## src/hw/rtl/b64u_pkg.sv

```systemverilog
// shared types, character codes and symbol decode for the base64url stream decoder
`timescale 1ns / 1ps

package b64u_pkg;

    // character codes with special meaning
    localparam logic [7:0] CH_PAD   = 8'h3D;  // '='
    localparam logic [7:0] CH_MINUS = 8'h2D;  // '-'
    localparam logic [7:0] CH_PLUS  = 8'h2B;  // '+'
    localparam logic [7:0] CH_UNDER = 8'h5F;  // '_'
    localparam logic [7:0] CH_SLASH = 8'h2F;  // '/'
    localparam logic [7:0] CH_UP_A  = 8'h41;  // 'A'
    localparam logic [7:0] CH_UP_Z  = 8'h5A;  // 'Z'
    localparam logic [7:0] CH_LO_A  = 8'h61;  // 'a'
    localparam logic [7:0] CH_LO_Z  = 8'h7A;  // 'z'
    localparam logic [7:0] CH_DIG_0 = 8'h30;  // '0'
    localparam logic [7:0] CH_DIG_9 = 8'h39;  // '9'

    localparam int SYM_W     = 6;
    localparam int GROUP_LEN = 4;
    localparam int MAX_RES   = 3;

    // input beat
    typedef struct packed {
        logic [7:0] in_char;
        logic       in_last;
    } t_in_item;

    // output beat
    typedef struct packed {
        logic [7:0] out_byte;
        logic       has_byte;
        logic       run_last;
        logic       message_end;
    } t_out_item;

    // decoded symbol: valid flag plus 6-bit value
    typedef struct packed {
        logic             ok;
        logic [SYM_W-1:0] val;
    } t_sym;

    // results of one input beat, handed from the group logic to the output buffer
    typedef struct packed {
        logic [1:0]            cnt;      // number of output beats, 0..3
        logic                  marker;   // empty end marker
        logic                  msg_end;  // beat closes the message
        logic [MAX_RES-1:0][7:0] bytes;
    } t_group_res;

    // map one character to its 6-bit value, '=' counts as zero
    function automatic t_sym sym_decode(input logic [7:0] ch);
        t_sym s;
        s = '0;
        if (ch inside {[CH_UP_A:CH_UP_Z]}) begin
            s = '{ok: 1'b1, val: SYM_W'(ch - CH_UP_A)};
        end else if (ch inside {[CH_LO_A:CH_LO_Z]}) begin
            s = '{ok: 1'b1, val: SYM_W'(ch - CH_LO_A + 8'd26)};
        end else if (ch inside {[CH_DIG_0:CH_DIG_9]}) begin
            s = '{ok: 1'b1, val: SYM_W'(ch - CH_DIG_0 + 8'd52)};
        end else if (ch == CH_MINUS || ch == CH_PLUS) begin
            s = '{ok: 1'b1, val: SYM_W'(62)};
        end else if (ch == CH_UNDER || ch == CH_SLASH) begin
            s = '{ok: 1'b1, val: SYM_W'(63)};
        end else if (ch == CH_PAD) begin
            s = '{ok: 1'b1, val: '0};
        end
        return s;
    endfunction

endpackage

```

## src/hw/rtl/b64u_group.sv

```systemverilog
// group state and byte assembly for one character beat
`timescale 1ns / 1ps

module b64u_group
    import b64u_pkg::*;
(
    input  logic       i_clk,
    input  logic       i_rst_n,
    input  logic       i_adv,
    input  t_in_item   i_item,
    output t_group_res o_res
);

    logic [1:0] r_pos;
    logic [1:0] n_pos;
    t_sym       r_held [MAX_RES];
    logic       r_third_pad;
    logic       n_third_pad;
    logic       r_stopped;
    logic       n_stopped;

    t_sym       v;
    logic       pad;
    logic       last;
    logic       complete;
    t_sym       a;
    t_sym       b;
    t_sym       c;
    t_sym       d;
    logic       cpad;
    logic       dpad;
    logic       emit1;
    logic       emit2;
    logic       emit3;
    logic [1:0] nbytes;

    // decode the current character and line up the four group symbols
    always_comb begin
        v        = sym_decode(i_item.in_char);
        pad      = (i_item.in_char == CH_PAD);
        last     = i_item.in_last;
        complete = (r_pos == 2'd3) || last;

        a = (r_pos == 2'd0) ? v : r_held[0];

        if (r_pos == 2'd0) begin
            b = '{ok: 1'b1, val: '0};
        end else if (r_pos == 2'd1) begin
            b = v;
        end else begin
            b = r_held[1];
        end

        if (r_pos == 2'd2) begin
            c    = v;
            cpad = pad;
        end else if (r_pos == 2'd3) begin
            c    = r_held[2];
            cpad = r_third_pad;
        end else begin
            c    = '{ok: 1'b1, val: '0};
            cpad = 1'b1;
        end

        d    = (r_pos == 2'd3) ? v : '{ok: 1'b1, val: '0};
        dpad = (r_pos == 2'd3) ? pad : 1'b1;
    end

    // byte emission rules
    always_comb begin
        emit1 = complete && !r_stopped && a.ok && b.ok;
        emit2 = emit1 && !cpad && c.ok;
        emit3 = emit2 && !dpad && d.ok;
        nbytes = {1'b0, emit1} + {1'b0, emit2} + {1'b0, emit3};

        o_res.msg_end = last;
        o_res.marker  = last && (nbytes == 2'd0);
        o_res.cnt     = o_res.marker ? 2'd1 : nbytes;
        o_res.bytes[0] = o_res.marker ? 8'd0 : {a.val, b.val[5:4]};
        o_res.bytes[1] = {b.val[3:0], c.val[5:2]};
        o_res.bytes[2] = {c.val[1:0], d.val};
    end

    // next group state
    always_comb begin
        n_pos       = complete ? 2'd0 : r_pos + 2'd1;
        n_third_pad = r_third_pad;
        if (r_pos == 2'd2) begin
            n_third_pad = pad;
        end
        n_stopped = r_stopped;
        if (complete && !r_stopped && !(a.ok && b.ok)) begin
            n_stopped = 1'b1;
        end
        if (last) begin
            n_third_pad = 1'b0;
            n_stopped   = 1'b0;
        end
    end

    // control state
    always_ff @(posedge i_clk) begin
        if (!i_rst_n) begin
            r_pos       <= '0;
            r_third_pad <= 1'b0;
            r_stopped   <= 1'b0;
        end else if (i_adv) begin
            r_pos       <= n_pos;
            r_third_pad <= n_third_pad;
            r_stopped   <= n_stopped;
        end
    end

    // held symbols of the open group
    always_ff @(posedge i_clk) begin
        if (i_adv && r_pos != 2'd3) begin
            r_held[r_pos] <= v;
        end
    end

endmodule

```

## src/hw/rtl/base64url_stream_decoder_unit.sv

```systemverilog
// top level of the base64url stream decoder: input register, group logic, result buffer
`timescale 1ns / 1ps

// channel  | direction | handshake          | payload
// input    | in        | i_valid / o_stall  | i_data  (t_in_item: in_char, in_last)
// output   | out       | o_valid / i_stall  | o_data  (t_out_item: out_byte, has_byte,
//          |           |                    |          run_last, message_end)
//
// one character beat is taken per cycle while the input is not stalled; its zero to three
// result beats leave one per cycle from the result buffer while the output is not stalled,
// so while the buffer drains the results of a full group, the next character waits in the input register.
// an input beat passes through the input register and then the result buffer before its first result beat leaves.
// reset is synchronous, active low, and empties both registers; no clearing pass.
// a stalled output holds its beat; the input stalls only when the input register is full
// and the buffer cannot take its results.

module base64url_stream_decoder_unit
    import b64u_pkg::*;
(
    input  logic      i_clk,
    input  logic      i_rst_n,
    input  logic      i_valid,
    output logic      o_stall,
    input  t_in_item  i_data,
    output logic      o_valid,
    input  logic      i_stall,
    output t_out_item o_data
);

    logic             r_in_valid;
    t_in_item         r_in;
    logic [1:0]       r_cnt;
    logic [1:0]       r_idx;
    logic             r_marker;
    logic             r_msg_end;
    logic [7:0]       r_bytes [MAX_RES];

    t_group_res       res;
    logic             in_acc;
    logic             out_acc;
    logic             buf_last;
    logic             buf_free;
    logic             adv;

    // handshake
    always_comb begin
        out_acc  = o_valid && !i_stall;
        buf_last = (r_idx == r_cnt - 2'd1);
        buf_free = (r_cnt == 2'd0) || (out_acc && buf_last);
        adv      = r_in_valid && buf_free;
        o_stall  = r_in_valid && !adv;
        in_acc   = i_valid && !o_stall;
        o_valid  = (r_cnt != 2'd0);
    end

    // input register
    always_ff @(posedge i_clk) begin
        if (!i_rst_n) begin
            r_in_valid <= 1'b0;
        end else if (in_acc) begin
            r_in_valid <= 1'b1;
        end else if (adv) begin
            r_in_valid <= 1'b0;
        end
    end

    always_ff @(posedge i_clk) begin
        if (in_acc) begin
            r_in <= i_data;
        end
    end

    b64u_group u_group (
        .i_clk   (i_clk),
        .i_rst_n (i_rst_n),
        .i_adv   (adv),
        .i_item  (r_in),
        .o_res   (res)
    );

    // result buffer control
    always_ff @(posedge i_clk) begin
        if (!i_rst_n) begin
            r_cnt <= '0;
            r_idx <= '0;
        end else if (adv) begin
            r_cnt <= res.cnt;
            r_idx <= '0;
        end else if (out_acc) begin
            if (buf_last) begin
                r_cnt <= '0;
                r_idx <= '0;
            end else begin
                r_idx <= r_idx + 2'd1;
            end
        end
    end

    // result buffer payload
    always_ff @(posedge i_clk) begin
        if (adv) begin
            r_marker  <= res.marker;
            r_msg_end <= res.msg_end;
            for (int k = 0; k < MAX_RES; k++) begin
                r_bytes[k] <= res.bytes[k];
            end
        end
    end

    // output beat
    always_comb begin
        o_data.out_byte    = r_bytes[r_idx];
        o_data.has_byte    = !r_marker;
        o_data.run_last    = buf_last;
        o_data.message_end = buf_last && r_msg_end;
    end

endmodule
```

## config.mk

```make
export PLATFORM = sky130hd
export DESIGN_NAME = base64url_stream_decoder_unit
export DESIGN_NICKNAME = d
export VERILOG_FILES = /design/src/hw/rtl/b64u_pkg.sv /design/src/hw/rtl/b64u_group.sv /design/src/hw/rtl/base64url_stream_decoder_unit.sv
export SDC_FILE = /design/constraint.sdc
export NUM_CORES = 1
export LEC_CHECK = 0
export ABC_AREA = 1
export BUFFER_PORTS_ARGS = -buffer_cell sky130_fd_sc_hd__buf_4
export CAP_MARGIN = 20
export CORE_UTILIZATION = 50
export CTS_CLUSTER_SIZE = 16
export DETAILED_ROUTE_END_ITERATION = 12
export PLACE_DENSITY = 0.79
export RECOVER_POWER = 50
export REMOVE_ABC_BUFFERS = 1
export SYNTH_ARGS = -nofsm -noshare
export SYNTH_HDL_FRONTEND = slang
export SYNTH_SLANG_ARGS = --single-unit
```

## constraint.sdc

```tcl
create_clock -name i_clk -period 3.15 [get_ports i_clk]
set_clock_uncertainty 0.2 [all_clocks]
set_input_delay 0.945 -clock i_clk [delete_from_list [all_inputs] [get_ports i_clk]]
set_output_delay 0.945 -clock i_clk [all_outputs]
set_load 0.02 [all_outputs]
```

Yosys cells after proc, flatten, opt, wreduce, memory -nomap -nowiden. Memory sizes are Yosys's and may differ from the RTL's. A register that Yosys moved wholly into a read port is not among the register bits. Cells that the tools add are included.

Flip-flop bits (word level): 20. RAM bits: 45. Bits of input ports: 13. Output and inout bits: 13. Word-level logic and storage cells: 118. Memories kept: 2.

Add/subtract/negate cells: 10. Order comparisons: 6. Equality and inequality tests: 10. Multiplexer cells: 34. Bitwise logic cells: 1. Reductions and logical operators: 45.

Memory list: r_bytes (depth 3, width 8, read ports 1, clocked after memory_dff 1, write ports 3, RTL line base64url_stream_decoder_unit.sv:36) `logic [7:0] r_bytes [MAX_RES];`; u_group.r_held (depth 3, width 7, read ports 3, clocked after memory_dff 0, write ports 1, RTL line b64u_group.sv:16) `t_sym r_held [MAX_RES];`.

Operators by type and width (number): 7-bit 2-to-1 mux (12); 8-bit by 6-bit == test with 1-bit output (second input constant) (4); 1-bit logical AND (20); 8-bit by 7-bit greater-or-equal comparator with 1-bit output (second input constant) (2); 8-bit by 7-bit less-or-equal comparator with 1-bit output (second input constant) (2); 2-bit 2-to-1 mux (8); 1-bit 2-to-1 mux (13); 2-bit nonzero test (6); 6-bit subtractor (second input constant) (2); 8-bit by 7-bit == test with 1-bit output (second input constant) (1); 8-bit by 6-bit greater-or-equal comparator with 1-bit output (second input constant) (1); 8-bit by 6-bit less-or-equal comparator with 1-bit output (second input constant) (1); 1-bit logical NOT (8); 8-bit 2-to-1 mux (1); 6-bit by 5-bit adder with 6-bit output (second input constant) (1); 6-bit adder (second input constant) (1); 2-bit logical NOT (3); 2-bit AND reduction (3); 6-bit by 1-bit subtractor with 6-bit output (second input constant) (1); 2-bit by 1-bit adder with 2-bit output (second input constant) (2); 2-bit == test (second input constant) (2); 1-bit logical OR (4); 1-bit by 1-bit adder with 2-bit output (1); 2-bit by 1-bit adder with 2-bit output (1); other kinds (6) (6).

Logic depth before layout (Yosys ltp).
Depth in word-level cells: 19. Gate-level depth with buffers: 20. Depth with buffers taken out: 20.

By module. From an unflattened synthesis, not the netlist that was laid out.

Cell total of the unflattened synthesis: 440. Area total of the unflattened synthesis: 3781.1 µm².

By module, submodules not included: b64u_group (instances 1, cells an instance 317, area an instance 2187.1 µm², seq. area each 710.7 µm²); base64url_stream_decoder_unit (instances 1, cells an instance 123, area an instance 1594.0 µm², seq. area each 1191.1 µm²).

Worst setup path after synthesis. OpenSTA, ideal clock, no wires.

Path kind: input-to-reg. Start point: input port i_stall. End point: memory u_group.r_held[1][0] in the netlist's numbering, enable pin. Setup time: 0.360 ns. Arrival time: 2.337 ns. Data required time: 2.590 ns. Slack: 0.253 ns. Stages: 7. Buffers on the path: 0. Cell sequence: nor2_1 nand2_1 nand2_1 inv_1 nor2_4 nand2_1 nor2_1.

Word-level cells in the longest chain between the ends: 8.

Ends and longest elaborated chain: from (decl) (RTL line base64url_stream_decoder_unit.sv:26) `input logic i_stall,`; 1-bit logical NOT (RTL line base64url_stream_decoder_unit.sv:47) `out_acc = o_valid && !i_stall;`; 1-bit logical AND (RTL line base64url_stream_decoder_unit.sv:47); 1-bit logical AND (RTL line base64url_stream_decoder_unit.sv:49) `buf_free = (r_cnt == 2'd0) || (out_acc && buf_last);`; 1-bit logical OR (RTL line base64url_stream_decoder_unit.sv:49); 1-bit logical AND (RTL line base64url_stream_decoder_unit.sv:50) `adv = r_in_valid && buf_free;`; named net adv (RTL line base64url_stream_decoder_unit.sv:43) `logic adv;`; 1-bit logical AND (RTL line b64u_group.sv:116) `if (i_adv && r_pos != 2'd3) begin`; 1-bit 2-to-1 mux (RTL line b64u_group.sv:116); 1-bit 2-to-1 mux (implied by the code) (RTL line b64u_group.sv:117) `r_held[r_pos] <= v;`; to (decl) (RTL line b64u_group.sv:16).

The timed path passes the listed nets, and every way through them passes these cells.

Worst setup path in the final report.
Start point: register r_in[2] in the netlist's numbering. End point: register r_cnt[0].

Word-level cells in the longest chain between the ends: 19. Elaborated cells on any way between the ends: 43. Those cells by class: 2 x add/sub; 6 x order compare; 5 x eq/ne; 15 x mux; 15 x reduce/logical.

Ends and longest elaborated chain: from (decl) (RTL line base64url_stream_decoder_unit.sv:31) `t_in_item r_in;`; from (signal assigned) (RTL line base64url_stream_decoder_unit.sv:69) `r_in <= i_data;`; parallel branches: the longest is 14 deep, another holds 8-bit by 6-bit greater-or-equal comparator with 1-bit output; 2-bit by 1-bit adder with 2-bit output (*) (RTL line b64u_group.sv:74) `nbytes = {1'b0, emit1} + {1'b0, emit2} + {1'b0, emit3};`; 2-bit logical NOT (RTL line b64u_group.sv:77) `o_res.marker = last && (nbytes == 2'd0);`; 1-bit logical AND (RTL line b64u_group.sv:77); 2-bit 2-to-1 mux (*) (RTL line b64u_group.sv:78) `o_res.cnt = o_res.marker ? 2'd1 : nbytes;`; 2-bit 2-to-1 mux (*) (RTL line base64url_stream_decoder_unit.sv:86) `end else if (adv) begin`; to (signal assigned) (RTL line base64url_stream_decoder_unit.sv:87) `r_cnt <= res.cnt;`; to (decl) (RTL line base64url_stream_decoder_unit.sv:32) `logic [1:0] r_cnt;`.

Every way passes the cells marked *. A chain may end at the register's enable or synchronous reset.

==> run_results.csv <==
group,metric,value,unit
setup_path,r2r_start,"r_in[2]",
min_path,hold_path.startpoint,"r_cnt[1]",
yosys,synth_seq_cells,67,
finish,layout_common_cells,"nand2_1 (96), edfxtp_1 (56), inv_1 (48)",
timing,relSlewSlack,68.4,%
setup_path,critPathArrivalTime,3.04,ns
min_path,worstHoldPathCells,2,
finish,fin_nets,469,
floorplanning,ios,26,
timing,fin_crit,2.96,ns
setup_path,cp.required,3.23,ns
timing,hold_viol,0,
setup_path,crit_buf_inv,5,
setup_path,worst_setup_path_start_kind,"flop",
global_route,overflow,0,
timing,tightest_slew,0.471,ns
pwr,leakagePower,1.81,nW
finish,area_growth,16.3,%
cts,cts_made_buffers,9,
setup_path,crit_path_cell_trace,"inv_2 -> ha_2 -> inv_1 -> nand2_1 -> nand2_1 -> nand2_1 -> nand3_2 -> nand2_4 -> nand2_4 -> nor2_4 -> nand2_2 -> nand3_2 -> inv_1 -> nand2_1 -> inv_1 -> fa_1 -> inv_1 -> nand2_2 -> nand2_1 -> a21oi_2",
placed_design,dpl-instance-area,3910,um^2
global_route,grtUsageTotal,21.3,%
pwr,power-per-cell-area,472,nW/um^2
detailed_routing,wl_per_cell,13.9,um
yosys,netlist_area,3580,um^2
yosys,synth_top_area_share,46.9,%
cts,cts.path.max_buffers,2,
setup_path,endpoint_kind,"flop",
timing,finalSetupViolCount,0,
yosys,yosysTopAreaCell,"edfxtp_1",
setup_path,crit_top_cell,"nand2_1",
detailed_routing,drtAntennaViolNets,0,
floorplanning,rows,30,
finish,diodes,0,
cts,cts.sinks,67,
detailed_routing,drt_first_pass_iters,5,
flow_run,maxCapViolCount,0,
placed_design,port_buffers,25,
detailed_routing,drcViolationCount,0,
setup_path,cpPeakStageDelay,0.49,ns
timing,maxSlewViolCount,0,
setup_path,criticalPathCategory,"flop to flop",
timing,fmax,337,MHz
setup_path,crit_family,"simple AND/OR/NAND/NOR gates",
cts,clkTransAtPathRegs,0.07,ns
finish,final_util,60.7,%
min_path,whs_endpoint,"r_cnt[1]",
setup_path,path_depth,20,
finish,finalInstanceArea,4170,um^2
yosys,synth-seq-area-share,53.1,%
pwr,fin_total_pwr,1.97,mW
cts,cts-root-buf,"clkbuf_8",
cts,clk_latency,0.34,ns
detailed_routing,totalWireLength,7.52,mm
yosys,synth.area.top_cells,"edfxtp_1 (47%), nand2_1 (10%), dfxtp_1 (6.1%)",
placed_design,place.gp.congestion,0.965,
setup_path,rrSetupSlack,0.19,ns
min_path,hold_path.class,"flop to flop",
setup_path,cp_slowest_cell,"fa_1",
outcome,outcome,"finished, final reports clean",
floorplanning,initial_utilization,52.2,%
yosys,synth_warnings,0,
setup_path,r2r_end,"r_cnt[0]",
cts,tritoncts,"done",
pwr,ir_drop,214,uV
timing,fin_crit_sh,94.1,%
floorplanning,fp.coreArea,6870,um^2
finish,mostFrequentLayoutCell,"nand2_1",
yosys,postSynthCellCount,391,
global_route,grt_pass1_vias,2672,
setup_path,cp_max_fo,4,
floorplanning,chipWidth,86.7,um
cts,cts.htree.levels,3,
global_route,antenna_found_initial,0,
yosys,synth_area_per_cell,9.17,um^2
timing,tns,0,ns
detailed_routing,drt_iter0_markers,169,
detailed_routing,vias,2821,
global_route,grt_max_degree,34,
setup_path,ff2ff_path_depth,20,
global_route,grt_pass1_wl,12.0,mm
yosys,synth_cell_types,38,
floorplanning,die-area,7510,um^2
floorplanning,die_height,86.7,um
placed_design,place_hpwl,5.49,mm
detailed_routing,via_per_inst,5.21,
finish,drive_above_1_share,19.8,%
[cell usage after synthesis, drive strengths merged]
| cell | n |
|---|---|
| nand2 | 104 |
| edfxtp | 56 |
| inv | 55 |
| nor2 | 40 |
| a21oi | 33 |
| o21ai | 20 |
| ha | 15 |
| nand3 | 15 |
| dfxtp | 11 |
| xor2 | 8 |
| buf | 4 |
| nand4 | 4 |
| nor3 | 4 |
| o211ai | 4 |
| clkbuf | 3 |
| nand3b | 3 |
| xnor2 | 3 |
| a211oi | 2 |
| a22o | 1 |
| a31oi | 1 |
| and2 | 1 |
| clkinv | 1 |
| fa | 1 |
| nor3b | 1 |
| or2 | 1 |
[metrics by stage]
step / std cells / worst slack (ns) / hold WS (ns)
6_report: 541 / 0.187 / 0.272
2_1_floorplan: 384 / 0.238 / 0.237
3_5_place_dp: 513 / 0.0820 / 0.267
4_1_cts: 529 / 0.0624 / 0.276
3_3_place_gp: 513 / 0.250 / 0.258
5_1_grt: 541 / -0.0266 / 0.291
[kinds of logic after synthesis]
| kind of cell | synth area share [%] |
|---|---|
| flops | 53.1 |
| xor+xnor | 2.69 |
| simple gates | 21.6 |
| fa+ha+maj | 5.79 |
| buf+inv | 7.19 |
| compound gates | 9.63 |
[final cells by class]
| class | count | area, um^2 |
|---|---|---|
| well taps | 96 | 120 |
| fillers | 591 | 2700 |
| flip-flops and latches | 67 | 1900 |
| clock buffers | 11 | 141 |
| multi-input cells | 261 | 1430 |
| repair buffers | 45 | 334 |
| inverters | 56 | 213 |
| clock inverters | 5 | 27.5 |
[registers in the layout, summed over array words and instances, names as in the netlist, named ones only]
name                 cells
u_group.r_held          21
r_msg_end                1
r_in_valid               1
u_group.r_stopped        1
r_in                     9
r_bytes                 24
r_marker                 1
r_cnt                    2
u_group.r_pos            2
r_idx                    2
u_group.r_third_pad      1
[power by group]
| part | internal [mW] | total [mW] | switching, mW |
|---|---|---|---|
| combinational | 0.109 | 0.305 | 0.195 |
| sequential | 1.01 | 1.04 | 0.0239 |
| clock | 0.304 | 0.624 | 0.320 |
| total | 1.43 | 1.97 | 0.539 |
[worst max-delay path by stage]
stage	startpoint	to	slack (ns)
2_1_floorplan	i_stall	u_group.r_held[1][0]	0.24
3_3_place_gp	r_in[2]	r_cnt[0]	0.25
3_5_place_dp	r_in[4]	r_cnt[0]	0.08
4_1_cts	r_in[4]	r_cnt[0]	0.06
5_1_grt	r_in[2]	r_cnt[0]	-0.03
6_report	r_in[2]	r_cnt[0]	0.19
[timing repair]
item	in CTS	in global routing
endpoints found under the setup margin	0	1
buffers inserted	0	12
resized for setup	0	7
hold buffers	0	0
[worst register-to-register path: stages, from the launching register on]
cell and delay, ns:
edfxtp_1 0.44, inv_2 0.11, ha_2 0.19, inv_1 0.06, nand2_1 0.07, nand2_1 0.13, nand2_1 0.11, nand3_2 0.11
nand2_4 0.10, nand2_4 0.06, nor2_4 0.13, nand2_2 0.07, nand3_2 0.09, inv_1 0.08, nand2_1 0.10, inv_1 0.07
fa_1 0.49, inv_1 0.04, nand2_2 0.05, nand2_1 0.06, a21oi_2 0.13
[metal layers]
layer	share of wire [%]	up-vias	wire, um	GRT usage [%]
li1	-	1386	-	-
met1	42	1303	3130	24.4
met2	50	109	3790	38.0
met3	5.5	23	411	4.57
met4	2.4	0	179	9.55
met5	0	-	0	0
Power figures use the tool's default switching activity.
